$ cat src/sv/dwe_pkg.sv
// dwe_pkg: shared types and constants of the DCTCP window estimator.
// Used by the controller, the datapath and the top level.
// No dependencies.
`default_nettype none

package dwe_pkg;

  // Configuration register indexes
  typedef enum logic [3:0] {
    CFG_FLOW_BYTES     = 4'd0,
    CFG_SEGMENT_BYTES  = 4'd1,
    CFG_GAIN_SHIFT     = 4'd2,
    CFG_INITIAL_WINDOW = 4'd3
  } cfg_reg_e;

  // Register reset values
  localparam logic [31:0] FLOW_BYTES_RST     = 32'd0;
  localparam logic [15:0] SEGMENT_BYTES_RST  = 16'd1460;
  localparam logic [3:0]  GAIN_SHIFT_RST     = 4'd4;
  localparam int unsigned INITIAL_WINDOW_RST = 10;

  // Q0.16 one and two, SACK byte count ceiling
  localparam logic [16:0] ALPHA_ONE = 17'd65536;
  localparam logic [17:0] ALPHA_TWO = 18'd131072;
  localparam logic [23:0] SACK_MAX  = 24'hFFFFFF;

  // History is counted this many entries per cycle
  localparam int unsigned CHUNK_W = 16;

  typedef struct packed {
    logic [31:0] ack_seq;
    logic        ecn_echo;
    logic [8:0]  sack_blocks;
  } ack_beat_t;

  typedef struct packed {
    logic        new_ack;
    logic [8:0]  window_out;
    logic [16:0] alpha_out;
    logic [31:0] send_seq_out;
    logic [23:0] sack_bytes;
    logic        flow_finished;
  } result_beat_t;

  typedef struct packed {
    logic [3:0]  index;
    logic [31:0] value;
  } cfg_beat_t;

  // Controller -> datapath
  typedef struct packed {
    logic capture;
    logic count_step;
    logic div_init;
    logic div_step;
    logic alpha_upd;
    logic mul_run;
    logic win_upd;
    logic out_load;
  } dwe_cmd_t;

  // Datapath -> controller
  typedef struct packed {
    logic is_new;
    logic count_done;
    logic div_done;
  } dwe_stat_t;

endpackage

`default_nettype wire

$ cat src/sv/dwe_stream_if.sv
// dwe_stream_if: valid/ready channel carrying one payload beat.
// Payload type is a parameter; beat types come from dwe_pkg.
`default_nettype none

interface dwe_stream_if #(
  parameter type T = logic
);
  logic valid;
  logic ready;
  T     data;

  modport source (output valid, output data, input ready);
  modport sink   (input valid, input data, output ready);
endinterface

`default_nettype wire

$ cat src/sv/dctcp_window_estimator_unit.sv
// dctcp_window_estimator_unit: top level of the DCTCP window estimator.
// Depends on dwe_pkg, dwe_stream_if, dwe_ctrl and dwe_datapath.
//
// Usage:
//   ack_i  - one beat per acknowledgement (ack_seq, ecn_echo, sack_blocks).
//   res_o  - exactly one result beat per accepted ack, in order.
//   cfg_i  - register writes (index, value), always ready; write only while
//            idle. Writing initial_window also reloads the window at once.
// Sequence per ack:
//   Old or repeated ack: check, then result load. New ack: history counted
//   16 entries a cycle, 16-step restoring divide for the mark fraction,
//   alpha update, multiply and clamp, then result load. One ack in flight;
//   ack_i.ready is back right after the result loads, so the next ack is
//   accepted only once the previous result has been loaded.
// Reset: rst_ni clears history, alpha and sequence state, loads register
//   defaults and a window of 10 segments (clamped to MAX_WINDOW).
// Stall: the result waits in an output register; the next ack is accepted
//   while it waits, and that ack's result is held back until the first is taken.
`default_nettype none

module dctcp_window_estimator_unit #(
  parameter int unsigned MAX_WINDOW = 256
) (
  input  wire logic   clk_i,
  input  wire logic   rst_ni,
  dwe_stream_if.sink   ack_i,
  dwe_stream_if.source res_o,
  dwe_stream_if.sink   cfg_i
);

  dwe_pkg::dwe_cmd_t  cmd;
  dwe_pkg::dwe_stat_t stat;
  logic               ack_ready;
  logic               res_valid;
  logic               cfg_we;

  // configuration never back-pressures
  assign cfg_i.ready = 1'b1;
  assign cfg_we      = cfg_i.valid;

  assign ack_i.ready = ack_ready;
  assign res_o.valid = res_valid;

  dwe_ctrl u_ctrl (
    .clk_i       (clk_i),
    .rst_ni      (rst_ni),
    .ack_valid_i (ack_i.valid),
    .ack_ready_o (ack_ready),
    .res_valid_o (res_valid),
    .res_ready_i (res_o.ready),
    .stat_i      (stat),
    .cmd_o       (cmd)
  );

  dwe_datapath #(
    .MAX_WINDOW (MAX_WINDOW)
  ) u_datapath (
    .clk_i      (clk_i),
    .rst_ni     (rst_ni),
    .cmd_i      (cmd),
    .stat_o     (stat),
    .ack_data_i (ack_i.data),
    .cfg_we_i   (cfg_we),
    .cfg_data_i (cfg_i.data),
    .res_data_o (res_o.data)
  );

endmodule

`default_nettype wire

$ cat src/sv/dwe_ctrl.sv
// dwe_ctrl: sequencing state machine of the DCTCP window estimator.
// Depends on dwe_pkg (command and status structs).
`default_nettype none

module dwe_ctrl (
  input  wire logic              clk_i,
  input  wire logic              rst_ni,
  input  wire logic              ack_valid_i,
  output logic                   ack_ready_o,
  output logic                   res_valid_o,
  input  wire logic              res_ready_i,
  input  wire dwe_pkg::dwe_stat_t stat_i,
  output dwe_pkg::dwe_cmd_t      cmd_o
);

  typedef enum logic [8:0] {
    ST_IDLE     = 9'b000000001,
    ST_CHECK    = 9'b000000010,
    ST_COUNT    = 9'b000000100,
    ST_DIV_INIT = 9'b000001000,
    ST_DIV_STEP = 9'b000010000,
    ST_ALPHA    = 9'b000100000,
    ST_MUL      = 9'b001000000,
    ST_WIN      = 9'b010000000,
    ST_DONE     = 9'b100000000
  } dwe_state_e;

  dwe_state_e state_q, state_d;
  logic       out_valid_q, out_valid_d;
  logic       ack_fire;

  assign ack_ready_o = (state_q == ST_IDLE);
  assign ack_fire    = ack_valid_i && ack_ready_o;
  assign res_valid_o = out_valid_q;

  always_comb begin
    state_d = state_q;
    cmd_o   = '0;
    case (state_q)
      ST_IDLE: begin
        if (ack_fire) begin
          cmd_o.capture = 1'b1;
          state_d       = ST_CHECK;
        end
      end
      ST_CHECK: begin
        state_d = stat_i.is_new ? ST_COUNT : ST_DONE;
      end
      ST_COUNT: begin
        cmd_o.count_step = 1'b1;
        if (stat_i.count_done) begin
          state_d = ST_DIV_INIT;
        end
      end
      ST_DIV_INIT: begin
        cmd_o.div_init = 1'b1;
        state_d        = ST_DIV_STEP;
      end
      ST_DIV_STEP: begin
        cmd_o.div_step = 1'b1;
        if (stat_i.div_done) begin
          state_d = ST_ALPHA;
        end
      end
      ST_ALPHA: begin
        cmd_o.alpha_upd = 1'b1;
        state_d         = ST_MUL;
      end
      ST_MUL: begin
        cmd_o.mul_run = 1'b1;
        state_d       = ST_WIN;
      end
      ST_WIN: begin
        cmd_o.win_upd = 1'b1;
        state_d       = ST_DONE;
      end
      ST_DONE: begin
        // wait for the output register to drain
        if (!out_valid_q || res_ready_i) begin
          cmd_o.out_load = 1'b1;
          state_d        = ST_IDLE;
        end
      end
      default: begin
        state_d = ST_IDLE;
      end
    endcase
  end

  always_comb begin
    if (cmd_o.out_load) begin
      out_valid_d = 1'b1;
    end else if (res_ready_i) begin
      out_valid_d = 1'b0;
    end else begin
      out_valid_d = out_valid_q;
    end
  end

  always_ff @(posedge clk_i or negedge rst_ni) begin
    if (!rst_ni) begin
      state_q     <= ST_IDLE;
      out_valid_q <= 1'b0;
    end else begin
      state_q     <= state_d;
      out_valid_q <= out_valid_d;
    end
  end

  a_accept_to_check: assert property (@(posedge clk_i) disable iff (!rst_ni)
    ack_fire |=> (state_q == ST_CHECK))
    else $error("accepted ack did not enter CHECK");

  a_div_to_alpha: assert property (@(posedge clk_i) disable iff (!rst_ni)
    (state_q == ST_DIV_STEP) && stat_i.div_done |=> (state_q == ST_ALPHA))
    else $error("divide end did not lead to alpha update");

  a_load_sets_valid: assert property (@(posedge clk_i) disable iff (!rst_ni)
    cmd_o.out_load |=> res_valid_o)
    else $error("result load did not raise valid");

endmodule

`default_nettype wire

$ cat src/sv/dwe_datapath.sv
// dwe_datapath: registers, mark history, serial divider and window scaler.
// Depends on dwe_pkg; driven by dwe_ctrl through dwe_cmd_t.
`default_nettype none

module dwe_datapath #(
  parameter int unsigned MAX_WINDOW = 256
) (
  input  wire logic                 clk_i,
  input  wire logic                 rst_ni,
  input  wire dwe_pkg::dwe_cmd_t    cmd_i,
  output dwe_pkg::dwe_stat_t        stat_o,
  input  wire dwe_pkg::ack_beat_t   ack_data_i,
  input  wire logic                 cfg_we_i,
  input  wire dwe_pkg::cfg_beat_t   cfg_data_i,
  output dwe_pkg::result_beat_t     res_data_o
);

  // The window is a 9-bit value clamped to MAX_WINDOW, so no more than
  // min(MAX_WINDOW, 511) history entries can ever be counted.
  localparam int unsigned HIST_MAX = (MAX_WINDOW < 511) ? MAX_WINDOW : 511;
  localparam int unsigned NCHUNK   = (HIST_MAX + dwe_pkg::CHUNK_W - 1) / dwe_pkg::CHUNK_W;
  localparam int unsigned CIDX_W   = (NCHUNK > 1) ? $clog2(NCHUNK) : 1;
  localparam int unsigned WIN_RST  = (MAX_WINDOW < dwe_pkg::INITIAL_WINDOW_RST) ?
                                     MAX_WINDOW : dwe_pkg::INITIAL_WINDOW_RST;

  function automatic logic [8:0] clamp_win(input logic [8:0] w);
    logic [8:0] r;
    if (w == 9'd0) begin
      r = 9'd1;
    end else if (13'(w) > 13'(MAX_WINDOW)) begin
      r = 9'(MAX_WINDOW);
    end else begin
      r = w;
    end
    return r;
  endfunction

  // configuration
  logic [31:0] flow_q;
  logic [15:0] seg_q;
  logic [3:0]  gain_q;

  // flow state
  logic [31:0] highest_q, send_q;
  logic        done_q;
  logic [15:0] hist_q [NCHUNK];
  logic [16:0] alpha_q;
  logic [8:0]  window_q;

  // per-ack work registers
  logic              new_ack_q, fin_q;
  logic [23:0]       sack_q;
  logic [CIDX_W-1:0] chunk_q;
  logic [8:0]        marks_q;
  logic [8:0]        rem_q;
  logic [16:0]       frac_q;
  logic [3:0]        step_q;
  logic [26:0]       prod_q;
  dwe_pkg::result_beat_t res_q;

  // capture
  logic        is_new;
  logic [24:0] sack_full;
  assign is_new    = ack_data_i.ack_seq > highest_q;
  assign sack_full = {16'd0, ack_data_i.sack_blocks} * {9'd0, seg_q};

  // mark count over one chunk
  logic [15:0] chunk_sel, chunk_mask;
  logic [8:0]  chunk_base, chunk_avail;
  logic [4:0]  last_chunk;
  assign chunk_sel   = hist_q[chunk_q];
  assign chunk_base  = 9'({chunk_q, 4'b0000});
  assign chunk_avail = window_q - chunk_base;
  assign last_chunk  = 5'((window_q - 9'd1) >> 4);

  always_comb begin
    for (int j = 0; j < 16; j++) begin
      chunk_mask[j] = 9'(j) < chunk_avail;
    end
  end

  // divider step
  logic       q0;
  logic [9:0] rem_dbl;
  logic       qbit;
  assign q0      = marks_q >= window_q;
  assign rem_dbl = {rem_q, 1'b0};
  assign qbit    = rem_dbl >= {1'b0, window_q};

  // alpha update: flooring shift of the signed difference
  logic signed [17:0] alpha_diff, alpha_sh, alpha_sum;
  assign alpha_diff = $signed({1'b0, frac_q}) - $signed({1'b0, alpha_q});
  assign alpha_sh   = alpha_diff >>> gain_q;
  assign alpha_sum  = $signed({1'b0, alpha_q}) + alpha_sh;

  // window scale factor 2 - alpha
  logic [17:0] scale_fac;
  assign scale_fac = dwe_pkg::ALPHA_TWO - {1'b0, alpha_q};

  assign stat_o.is_new     = new_ack_q;
  assign stat_o.count_done = (5'(chunk_q) == last_chunk);
  assign stat_o.div_done   = (step_q == 4'd15);
  assign res_data_o        = res_q;

  always_ff @(posedge clk_i or negedge rst_ni) begin
    if (!rst_ni) begin
      flow_q    <= dwe_pkg::FLOW_BYTES_RST;
      seg_q     <= dwe_pkg::SEGMENT_BYTES_RST;
      gain_q    <= dwe_pkg::GAIN_SHIFT_RST;
      highest_q <= '0;
      send_q    <= '0;
      done_q    <= 1'b0;
      alpha_q   <= '0;
      window_q  <= 9'(WIN_RST);
      new_ack_q <= 1'b0;
    end else begin
      if (cfg_we_i) begin
        case (dwe_pkg::cfg_reg_e'(cfg_data_i.index))
          dwe_pkg::CFG_FLOW_BYTES:     flow_q <= cfg_data_i.value;
          dwe_pkg::CFG_SEGMENT_BYTES:  seg_q  <= cfg_data_i.value[15:0];
          dwe_pkg::CFG_GAIN_SHIFT:     gain_q <= cfg_data_i.value[3:0];
          dwe_pkg::CFG_INITIAL_WINDOW: window_q <= clamp_win(cfg_data_i.value[8:0]);
          default: ;
        endcase
      end
      if (cmd_i.capture) begin
        new_ack_q <= is_new;
        if (send_q < ack_data_i.ack_seq) begin
          send_q <= ack_data_i.ack_seq;
        end
        if (is_new) begin
          highest_q <= ack_data_i.ack_seq;
        end
        if ((ack_data_i.ack_seq == flow_q) && !done_q) begin
          done_q <= 1'b1;
        end
      end
      if (cmd_i.alpha_upd) begin
        alpha_q <= alpha_sum[16:0];
      end
      if (cmd_i.win_upd) begin
        window_q <= clamp_win(9'(prod_q >> 17));
      end
    end
  end

  // mark history: entry 0 newest, chunk c bit j is entry 16*c+j
  for (genvar c = 0; c < NCHUNK; c++) begin : g_hist
    logic shift_in;
    if (c == 0) begin : g_head
      assign shift_in = ack_data_i.ecn_echo;
    end else begin : g_link
      assign shift_in = hist_q[c-1][15];
    end
    always_ff @(posedge clk_i or negedge rst_ni) begin
      if (!rst_ni) begin
        hist_q[c] <= '0;
      end else if (cmd_i.capture && is_new) begin
        hist_q[c] <= {hist_q[c][14:0], shift_in};
      end
    end
  end

  // work registers, no reset needed
  always_ff @(posedge clk_i) begin
    if (cmd_i.capture) begin
      fin_q   <= (ack_data_i.ack_seq == flow_q) && !done_q;
      sack_q  <= sack_full[24] ? dwe_pkg::SACK_MAX : sack_full[23:0];
      chunk_q <= '0;
      marks_q <= '0;
    end
    if (cmd_i.count_step) begin
      marks_q <= marks_q + 9'($countones(chunk_sel & chunk_mask));
      chunk_q <= chunk_q + CIDX_W'(1);
    end
    if (cmd_i.div_init) begin
      rem_q  <= q0 ? (marks_q - window_q) : marks_q;
      frac_q <= {16'd0, q0};
      step_q <= '0;
    end
    if (cmd_i.div_step) begin
      rem_q  <= qbit ? 9'(rem_dbl - {1'b0, window_q}) : rem_dbl[8:0];
      frac_q <= {frac_q[15:0], qbit};
      step_q <= step_q + 4'd1;
    end
    if (cmd_i.mul_run) begin
      prod_q <= ({18'd0, window_q} * {9'd0, scale_fac}) + 27'(dwe_pkg::ALPHA_ONE);
    end
    if (cmd_i.out_load) begin
      res_q.new_ack       <= new_ack_q;
      res_q.window_out    <= window_q;
      res_q.alpha_out     <= alpha_q;
      res_q.send_seq_out  <= send_q;
      res_q.sack_bytes    <= sack_q;
      res_q.flow_finished <= fin_q;
    end
  end

  a_window_range: assert property (@(posedge clk_i) disable iff (!rst_ni)
    (window_q != 9'd0) && (13'(window_q) <= 13'(MAX_WINDOW)))
    else $error("window out of range");

  a_alpha_range: assert property (@(posedge clk_i) disable iff (!rst_ni)
    alpha_q <= dwe_pkg::ALPHA_ONE)
    else $error("alpha above one");

  a_window_shrinks: assert property (@(posedge clk_i) disable iff (!rst_ni)
    cmd_i.win_upd |=> (window_q <= $past(window_q)))
    else $error("window grew on scaling");

endmodule

`default_nettype wire

$ cat src/flat_wrapper.sv
// flat-port wrapper written by rule: the top's interface ports become plain ports
module dctcp_window_estimator_unit_flat 
#(
  parameter int unsigned MAX_WINDOW = 256
)
  (clk_i, rst_ni, ack_i_valid, ack_i_data, ack_i_ready, res_o_valid, res_o_data, res_o_ready, cfg_i_valid, cfg_i_data, cfg_i_ready);
  dwe_stream_if #(.T(dwe_pkg::ack_beat_t)) ack_i_i ();
  dwe_stream_if #(.T(dwe_pkg::result_beat_t)) res_o_i ();
  dwe_stream_if #(.T(dwe_pkg::cfg_beat_t)) cfg_i_i ();
  input  wire logic clk_i;
  input  wire logic rst_ni;
  input wire logic [$bits(ack_i_i.valid)-1:0] ack_i_valid;
  input wire logic [$bits(ack_i_i.data)-1:0] ack_i_data;
  output wire logic [$bits(ack_i_i.ready)-1:0] ack_i_ready;
  output wire logic [$bits(res_o_i.valid)-1:0] res_o_valid;
  output wire logic [$bits(res_o_i.data)-1:0] res_o_data;
  input wire logic [$bits(res_o_i.ready)-1:0] res_o_ready;
  input wire logic [$bits(cfg_i_i.valid)-1:0] cfg_i_valid;
  input wire logic [$bits(cfg_i_i.data)-1:0] cfg_i_data;
  output wire logic [$bits(cfg_i_i.ready)-1:0] cfg_i_ready;
  assign ack_i_i.valid = ack_i_valid;
  assign ack_i_i.data = ack_i_data;
  assign ack_i_ready = ack_i_i.ready;
  assign res_o_valid = res_o_i.valid;
  assign res_o_data = res_o_i.data;
  assign res_o_i.ready = res_o_ready;
  assign cfg_i_i.valid = cfg_i_valid;
  assign cfg_i_i.data = cfg_i_data;
  assign cfg_i_ready = cfg_i_i.ready;
  dctcp_window_estimator_unit #(.MAX_WINDOW(MAX_WINDOW)) u_core (.clk_i(clk_i), .rst_ni(rst_ni), .ack_i(ack_i_i), .res_o(res_o_i), .cfg_i(cfg_i_i));
endmodule
$ cat config.mk
export PLATFORM = sky130hd
export DESIGN_NAME = dctcp_window_estimator_unit_flat
export DESIGN_NICKNAME = d
export VERILOG_FILES = /design/src/sv/dwe_pkg.sv /design/src/sv/dwe_stream_if.sv /design/src/sv/dctcp_window_estimator_unit.sv /design/src/sv/dwe_ctrl.sv /design/src/sv/dwe_datapath.sv /design/src/flat_wrapper.sv
export SDC_FILE = /design/constraint.sdc
export NUM_CORES = 2
export LEC_CHECK = 0
export BUFFER_PORTS_ARGS = -buffer_cell sky130_fd_sc_hd__buf_2
export CORE_ASPECT_RATIO = 0.6
export CORE_MARGIN = 5
export CORE_UTILIZATION = 65
export CTS_CLUSTER_DIAMETER = 30
export DETAILED_ROUTE_END_ITERATION = 8
export PLACE_DENSITY = 0.83
export SLEW_MARGIN = 20
export SYNTH_ARGS = -nofsm -noshare
export SYNTH_HDL_FRONTEND = slang
export SYNTH_HIERARCHICAL = 1
export SYNTH_SLANG_ARGS = --single-unit
$ cat constraint.sdc
create_clock -name clk_i -period 17.25 [get_ports clk_i]
set_clock_uncertainty 0.1 [all_clocks]
set_input_delay 2.5875 -clock clk_i [delete_from_list [all_inputs] [get_ports clk_i]]
set_output_delay 2.5875 -clock clk_i [all_outputs]
set_load 0.02 [all_outputs]
# After elaboration in Yosys (flattened, before gate mapping)
# Cells that the tools add are included.
[classes]
n_addsub = 26
mul = 2
n_lt_le_gt_ge = 23
n_eq_ne = 19
shifts = 1
muxes = 40
bitwise = 2
reduce_logical = 22
[op_table]
columns = ["cell", "n"]
rows = [
  ["$mux W9", 18],
  ["$pmux W9 S9", 1],
  ["$lt A4 B9 Y1 const A", 8],
  ["$bmux W16 S4", 1],
  ["$lt A3 B9 Y1 const A", 4],
  ["$mux W17", 2],
  ["$eq A32 B32 Y1", 1],
  ["$gt A32 B32 Y1", 1],
  ["$lt A32 B32 Y1", 1],
  ["$mux W16", 2],
  ["$add A26 B17 Y26 const B", 1],
  ["$mul A9 B18 Y26", 1],
  ["$mul A9 B16 Y25", 1],
  ["$gt A9 B9 Y1 const B", 2],
  ["$logic_not A9 Y1", 2],
  ["$lt A1 B9 Y1 const A", 2],
  ["$lt A2 B9 Y1 const A", 2],
  ["$sshr A18 B4 Y17", 1],
  ["$sub A17 B17 Y18", 1],
  ["$sub A18 B17 Y18 const A", 1],
  ["$sub A9 B9 Y9", 2],
  ["$add A17 B17 Y17", 1],
  ["$add A1 B1 Y2", 8],
  ["$and A16 B16 Y16", 1],
  ["35 further kinds", 70],
]
[totals]
regBits = 588
input_bits = 83
output_inout_bits = 87

# Longest topological paths before layout
[depth]
word_depth = 11
depth_mapped = 30
mapped_depth_nobuf = 29

# Hierarchy
# Netlist, hierarchy kept.
[by_module_without_submodules]
columns = ["mod", "instances", "cells_per_inst", "area_per_inst_um2", "seq_area_each_um2"]
rows = [
  ["dwe_datapath", 1, 3284, 38234.2, 14855.5],
  ["dwe_ctrl", 1, 59, 573.0, 251.5],
  ["dctcp_window_estimator_unit", 1, 2, 11.3, 0.0],
]

# Worst setup path before layout
# Ideal clock, no wire load.
[synth_path]
path_type = "input-to-reg"
from = "input ack_i_data[2]"
to = "register u_core.u_datapath.sack_q[21] (data pin)"
arrival_ps = 7071
t_required_ps = 16878
slack_ps = 9807
stages = 19
n_path_buf = 1
path_cell_list = "clkbuf_1 nand2_1 fa_1 inv_1 fa_1 ha_1 inv_1 fa_1 inv_1 ha_1 nor2b_1 o21ai_1 a21boi_1 o311a_1 a21o_1 a211oi_2 or2_2 a211oi_2 or4_1"
[synth_via]
elab_chain_cells = 1
[synth_rtl]
columns = ["item", "line", "text"]
rows = [
  ["start: declaration", "flat_wrapper.sv:13", "input wire logic [$bits(ack_i_i.data)-1:0] ack_i_data;"],
  ["$mul A9 B16 Y25", "dwe_datapath.sv:65", "assign sack_full = {16'd0, ack_data_i.sack_blocks} * {9'd0, seg_q};"],
  ["end signal: assignment", "dwe_datapath.sv:168", "sack_q <= sack_full[24] ? dwe_pkg::SACK_MAX : sack_full[23:0];"],
  ["end: declaration", "dwe_datapath.sv:52", "logic [23:0] sack_q;"],
]
# No other way between the ends.
# A chain may end at the register's enable or synchronous reset.

# Final worst setup path
[layout_path]
from = "register u_core.u_datapath.window_q[4]"
to = "register u_core.u_datapath.marks_q[8] (data pin)"
[layout_via]
elab_chain_cells = 9
word_cells_on_any_way = 35
[layout_rtl]
columns = ["item", "line", "text"]
rows = [
  ["start: declaration", "dwe_datapath.sv:48", "logic [8:0] window_q;"],
  ["start signal: assignment", "dwe_datapath.sv:114", "window_q <= 9'(WIN_RST);"],
  ["start signal: assignment", "dwe_datapath.sv:122", "dwe_pkg::CFG_INITIAL_WINDOW: window_q <= clamp_win(cfg_data_i.value[8:0]);"],
  ["start signal: assignment", "dwe_datapath.sv:142", "window_q <= clamp_win(9'(prod_q >> 17));"],
  ["$sub A9 B8 Y9 (*)", "dwe_datapath.sv:73", "assign chunk_avail = window_q - chunk_base;"],
  ["$lt A1 B9 Y1, or another cell as far along", "dwe_datapath.sv:78", "chunk_mask[j] = 9'(j) < chunk_avail;"],
  ["$and A16 B16 Y16 (*)", "dwe_datapath.sv:173", "marks_q <= marks_q + 9'($countones(chunk_sel & chunk_mask));"],
  ["$add A1 B1 Y2 (not written as such)", "dwe_datapath.sv:173", ""],
  ["$add A2 B2 Y3 (not written as such)", "dwe_datapath.sv:173", ""],
  ["$add A3 B3 Y4 (not written as such)", "dwe_datapath.sv:173", ""],
  ["$add A4 B4 Y5 (not written as such) (*)", "dwe_datapath.sv:173", ""],
  ["$add A9 B5 Y9 (*)", "dwe_datapath.sv:173", ""],
  ["$mux W9 (*)", "dwe_datapath.sv:172", "if (cmd_i.count_step) begin"],
  ["end signal: assignment", "dwe_datapath.sv:173", ""],
  ["end: declaration", "dwe_datapath.sv:54", "logic [8:0] marks_q;"],
]
# Mark *: on every way between the ends. The rest lies on a longest branch, timed or not.

==> results.rst <==
.. list-table::
   :header-rows: 1

   * - Metric
     - Value
   * - Num Clock Sinks
     - roughly 570
   * - Highest-delay cell along the critical path
     - sky130_fd_sc_hd__dfrtp_1
   * - Router iterations before antenna repair
     - 5
   * - H-tree depth
     - 3
   * - PortBufs
     - between 150 and 200
   * - Count of routing violations after the opening detailed-route iteration
     - approximately 3100
   * - Yosys synthesis warning count
     - 6
   * - Wire length of the first global-routing pass
     - ~160 mm
   * - Core Footprint
     - between 50000 and 60000 um2
   * - Vias per std cell
     - roughly 6.3
   * - Number of max-slew violations in the final report
     - 0
   * - Core occupancy in the finished layout
     - 0.735
   * - Most common cell on crit path
     - sky130_fd_sc_hd__fa_1
   * - Number of max-capacitance violations reported
     - 0
   * - Post-synthesis mux area share
     - 0.156
   * - DRC errors left
     - 0
   * - Quantity of hold-fixing buffers added after cts
     - 0
   * - Count of placed standard cells including taps
     - ~4200
   * - Worst slew margin relative to its limit
     - 0.215
   * - NetSw
     - 2160 uW
   * - Global route total overflow
     - 0
   * - Largest area contributor in the netlist
     - sky130_fd_sc_hd__dfrtp_1
   * - Parity-gate share of the synthesized area counting xor and xnor cells
     - 0.0262
   * - Worst EP required
     - roughly 18000 ps
   * - Netlist Area Pre-Place
     - 38800 um2
   * - Clock Tree Root
     - sky130_fd_sc_hd__clkbuf_16
   * - Sequential cell area fraction in the yosys report
     - 0.389
   * - Final antenna-violating net count
     - 0
   * - Crit start category
     - flip-flop
   * - Number of vias in the routed layout
     - roughly 28000
   * - Final setup margin
     - 8890 ps
   * - Clock Pin Slew Worst Setup and Hold Paths
     - approximately 60 ps
   * - Area Growth Syn to Fin
     - 12.0%
   * - Final-report setup violation count
     - 0
   * - Outcome
     - completed
   * - Clock Latency Late Sink
     - around 640 ps
   * - Maximum buffer depth of the clock tree
     - 3
   * - Primary flip-flop cell chosen by synthesis mapping
     - sky130_fd_sc_hd__dfrtp_1
   * - Floorplan row count
     - 69
   * - Main combinational cell family by area after synthesis
     - adder cells
   * - Final layout net count
     - 4033
   * - Simple logic cell fraction of the synthesized area
     - 0.105
   * - Endpoint type of the worst setup path
     - flip-flop
   * - Number of fillers in the final layout
     - ~3600
   * - Clock power frac
     - 0.327
   * - Detail-routed net length per standard cell
     - roughly 23 um
   * - Share of cells above drive strength 1
     - 0.182
   * - Setup repair after global routing missed its margin
     - no
   * - Highest fanout seen on the critical path
     - 20
   * - Period minus WS final
     - around 8400 ps
   * - Fmax
     - roughly 120 MHz
   * - Leakage component of the power
     - between 0.02 and 0.025 uW
   * - Overall global routing resource usage
     - 0.314
   * - I/O pins
     - 170
   * - Sw Share
     - 0.367
   * - Vert. Die Dim
     - between 150 and 200 um
   * - Number of antenna violations at the first check in global routing
     - 14
   * - Setup TNS after final layout
     - 0 ps
   * - Starting density of the core
     - 0.656
   * - Die X-Extent
     - between 300 and 400 um
   * - Flop and latch count out of synthesis
     - between 500 and 600
   * - Total power per unit cell area
     - approximately 140 nW/um2
   * - Arrival @ worst endpoint
     - between 8000 and 9000 ps
   * - Die area
     - approximately 65000 um2
   * - Syn Inst Count
     - between 3000 and 4000
   * - Slew at the pin closest to its max-slew limit
     - 1170 ps
   * - Internal power
     - 3740 uW
   * - Post-synth ARST share
     - 0.718
   * - Part of the total power dissipated in combinational logic
     - 0.370
   * - Area share of the leading cell type in the synthesized netlist
     - 0.258
   * - Worst min-delay path category
     - reg2reg
   * - Largest net degree at the start of global routing
     - about 210
   * - CTS tree
     - built
   * - Cells taking the most area after synthesis
     - sky130_fd_sc_hd__dfrtp_1 (26%), sky130_fd_sc_hd__edfxtp_1 (12%), sky130_fd_sc_hd__fa_1 (12%)
   * - Placer congestion estimate
     - between 0.9 and 1
   * - Net count after synthesis
     - 3889
   * - Peak VDD IR
     - about 0.00017 V
   * - Post-synthesis area per instance
     - roughly 12 um2
   * - Reg2reg setup slack
     - about 8900 ps
   * - Compound-gate portion of the synthesized area
     - 0.0755
   * - Number of distinct library cells after synthesis
     - 87
   * - Fraction of the mapped netlist area in adder cells
     - 0.192
   * - # Post-CTS Setup Buffers
     - 0
   * - Delay contributed by the slowest stage of the critical path
     - between 700 and 800 ps
   * - Hold WS
     - between 300 and 400 ps
   * - Total CTS buffers
     - 91
   * - HPWL after detailed placement
     - 69.6 mm
   * - Resized cells post-CTS
     - 0
   * - Worst Setup Slack post-DPL
     - 9080 ps
   * - Count of flip-flops with a built-in enable after synthesis
     - around 160
   * - Power share of the sequential group
     - 0.303
   * - Vias in the first global route
     - between 20000 and 30000
   * - Final routed wirelength across all metal layers
     - about 100 mm
   * - Number of hold-slack violations in the final timing report
     - 0
   * - Post-route clock period utilization
     - 0.485
   * - Final Instance Count excl. Fillers
     - between 4000 and 5000
   * - Kind of critical path
     - reg2reg
## through the flow
step / instance area, um2 / total power, uW
after floorplan: 38800 / 3360
after global placement: 40100 / 3800
after detailed placement: 40100 / 3910
after CTS: 43400 / 5880
after global routing: 43500 / 6250
final: 43500 / 5900
## power by group through the flow
stage	logic, uW	registers (uW)	clock network [uW]
6_report	2180	1790	1930
3_3_place_gp	2000	1790	0
5_1_grt	2440	1800	2010
4_1_cts	2150	1780	1950
3_5_place_dp	2110	1800	0
2_1_floorplan	1630	1730	0
## cells in the final DEF, fill, tap and decap left out, types with 12 or more instances in the layout
| cell | n |
|---|---|
| sky130_fd_sc_hd__mux4_2 | 91 |
| sky130_fd_sc_hd__nor3_1 | 39 |
| sky130_fd_sc_hd__nor2_1 | 90 |
| sky130_fd_sc_hd__o211ai_1 | 78 |
| sky130_fd_sc_hd__a21o_1 | 50 |
| sky130_fd_sc_hd__nand4_1 | 24 |
| sky130_fd_sc_hd__nand2b_1 | 28 |
| sky130_fd_sc_hd__xor2_1 | 50 |
| sky130_fd_sc_hd__edfxtp_1 | 161 |
| sky130_fd_sc_hd__inv_6 | 16 |
| sky130_fd_sc_hd__ha_1 | 234 |
| sky130_fd_sc_hd__dfrtp_1 | 400 |
| sky130_fd_sc_hd__mux2i_1 | 41 |
| sky130_fd_sc_hd__nor4_1 | 23 |
| sky130_fd_sc_hd__a21boi_0 | 12 |
| sky130_fd_sc_hd__xnor2_1 | 65 |
| sky130_fd_sc_hd__clkbuf_16 | 95 |
| sky130_fd_sc_hd__nand3_1 | 27 |
| sky130_fd_sc_hd__inv_1 | 346 |
| sky130_fd_sc_hd__o21ai_0 | 75 |
| sky130_fd_sc_hd__nor2b_1 | 30 |
| sky130_fd_sc_hd__mux2_1 | 178 |
| sky130_fd_sc_hd__or2_2 | 16 |
| sky130_fd_sc_hd__mux2_2 | 141 |
| sky130_fd_sc_hd__a211oi_1 | 13 |
| sky130_fd_sc_hd__o21a_1 | 27 |
| sky130_fd_sc_hd__fa_1 | 227 |
| sky130_fd_sc_hd__a31oi_1 | 14 |
| sky130_fd_sc_hd__buf_4 | 31 |
| sky130_fd_sc_hd__a21oi_1 | 76 |
| sky130_fd_sc_hd__and2_1 | 173 |
| sky130_fd_sc_hd__nand2_1 | 304 |
| sky130_fd_sc_hd__buf_2 | 167 |
## critical path, delay by kind of cell (launching register included)
kind	cells	cell delay, ps
AND/OR/NAND/NOR	7	1800
flip-flops	1	710
adder cells (fa/ha/maj)	8	3350
buffers and inverters	6	870
XOR/XNOR	2	250
AO/OA/AOI/OAI	6	1020
## layer usage
metal  global-route usage  up-vias  routed length [um]
li1                     -    11900                   -
met1                0.455    13900               41700
met2                0.473     1524               44800
met3               0.0827      242               10600
met4                0.102        4                2980
met5                    0        -                  27
## area by class of cell
type / count / area [um2] / share of cell area
antenna: 11 / 27.5 / 0.000633
clock buffer: 107 / 2470 / 0.0569
clock inverter: 63 / 790 / 0.0182
inverter: 350 / 1310 / 0.0302
multi-input combinational: 2273 / 21600 / 0.498
sequential: 571 / 15100 / 0.348
tap: 781 / 977 / 0.0225
timing repair buffer: 202 / 1140 / 0.0263
## registers in the layout, summed over array words and instances (netlist names), 15 cells and up
name,cells
u_core/u_datapath/sack_q,24
u_core/u_datapath/alpha_q,17
u_core/u_datapath/seg_q,16
u_core/u_datapath/g_hist.shift_in,15
u_core/u_datapath/frac_q,17
u_core/u_datapath/hist_q,241
u_core/u_datapath/flow_q,32
u_core/u_datapath/send_q,32
u_core/u_datapath/res_data_o,84
u_core/u_datapath/highest_q,32
## synthesized netlist by cell type, types with 91 or more instances
cell and n:
sky130_fd_sc_hd__nand2_1 304, sky130_fd_sc_hd__inv_1 346, sky130_fd_sc_hd__dfrtp_1 400, sky130_fd_sc_hd__and2_1 173
sky130_fd_sc_hd__fa_1 227, sky130_fd_sc_hd__mux2_1 178, sky130_fd_sc_hd__edfxtp_1 161, sky130_fd_sc_hd__ha_1 234
sky130_fd_sc_hd__clkbuf_1 99, sky130_fd_sc_hd__nor2_1 93, sky130_fd_sc_hd__mux4_2 91, sky130_fd_sc_hd__mux2_2 141
## final timing paths
| check | from | to | depth (start not counted) |
|---|---|---|---|
| max | u_core/u_datapath/window_q[4]$_DFFE_PN0P_ | u_core/u_datapath/marks_q[8]$_SDFFCE_PN0P_ | 29 |
| min | u_core/u_datapath/sack_q[8]$_SDFFCE_PP1P_ | u_core/u_datapath/res_data_o[9]$_DFFE_PP_ | 0 |
| max reg2reg | u_core/u_datapath/window_q[4]$_DFFE_PN0P_ | u_core/u_datapath/marks_q[8]$_SDFFCE_PN0P_ | 29 |
| min reg2reg | u_core/u_datapath/sack_q[8]$_SDFFCE_PP1P_ | u_core/u_datapath/res_data_o[9]$_DFFE_PP_ | 0 |
| max in group asynchronous | rst_ni | u_core/u_datapath/hist_q[14]$_DFFE_PN0P_ | 2 |
| min in group asynchronous | rst_ni | u_core/u_datapath/hist_q[97]$_DFFE_PN0P_ | 1 |
## kinds of logic (layout without fill, tap and decap cells)
| logic type | after synthesis | after routing |
|---|---|---|
| other | 1 | 12 |
| multiplexers | 451 | 451 |
| XOR/XNOR | 116 | 116 |
| AO/OA/AOI/OAI | 431 | 431 |
| flip-flops | 571 | 571 |
| buffers and inverters | 501 | 722 |
| adder cells (fa/ha/maj) | 461 | 461 |
| AND/OR/NAND/NOR | 813 | 813 |
(Power assumes the default switching activity.)
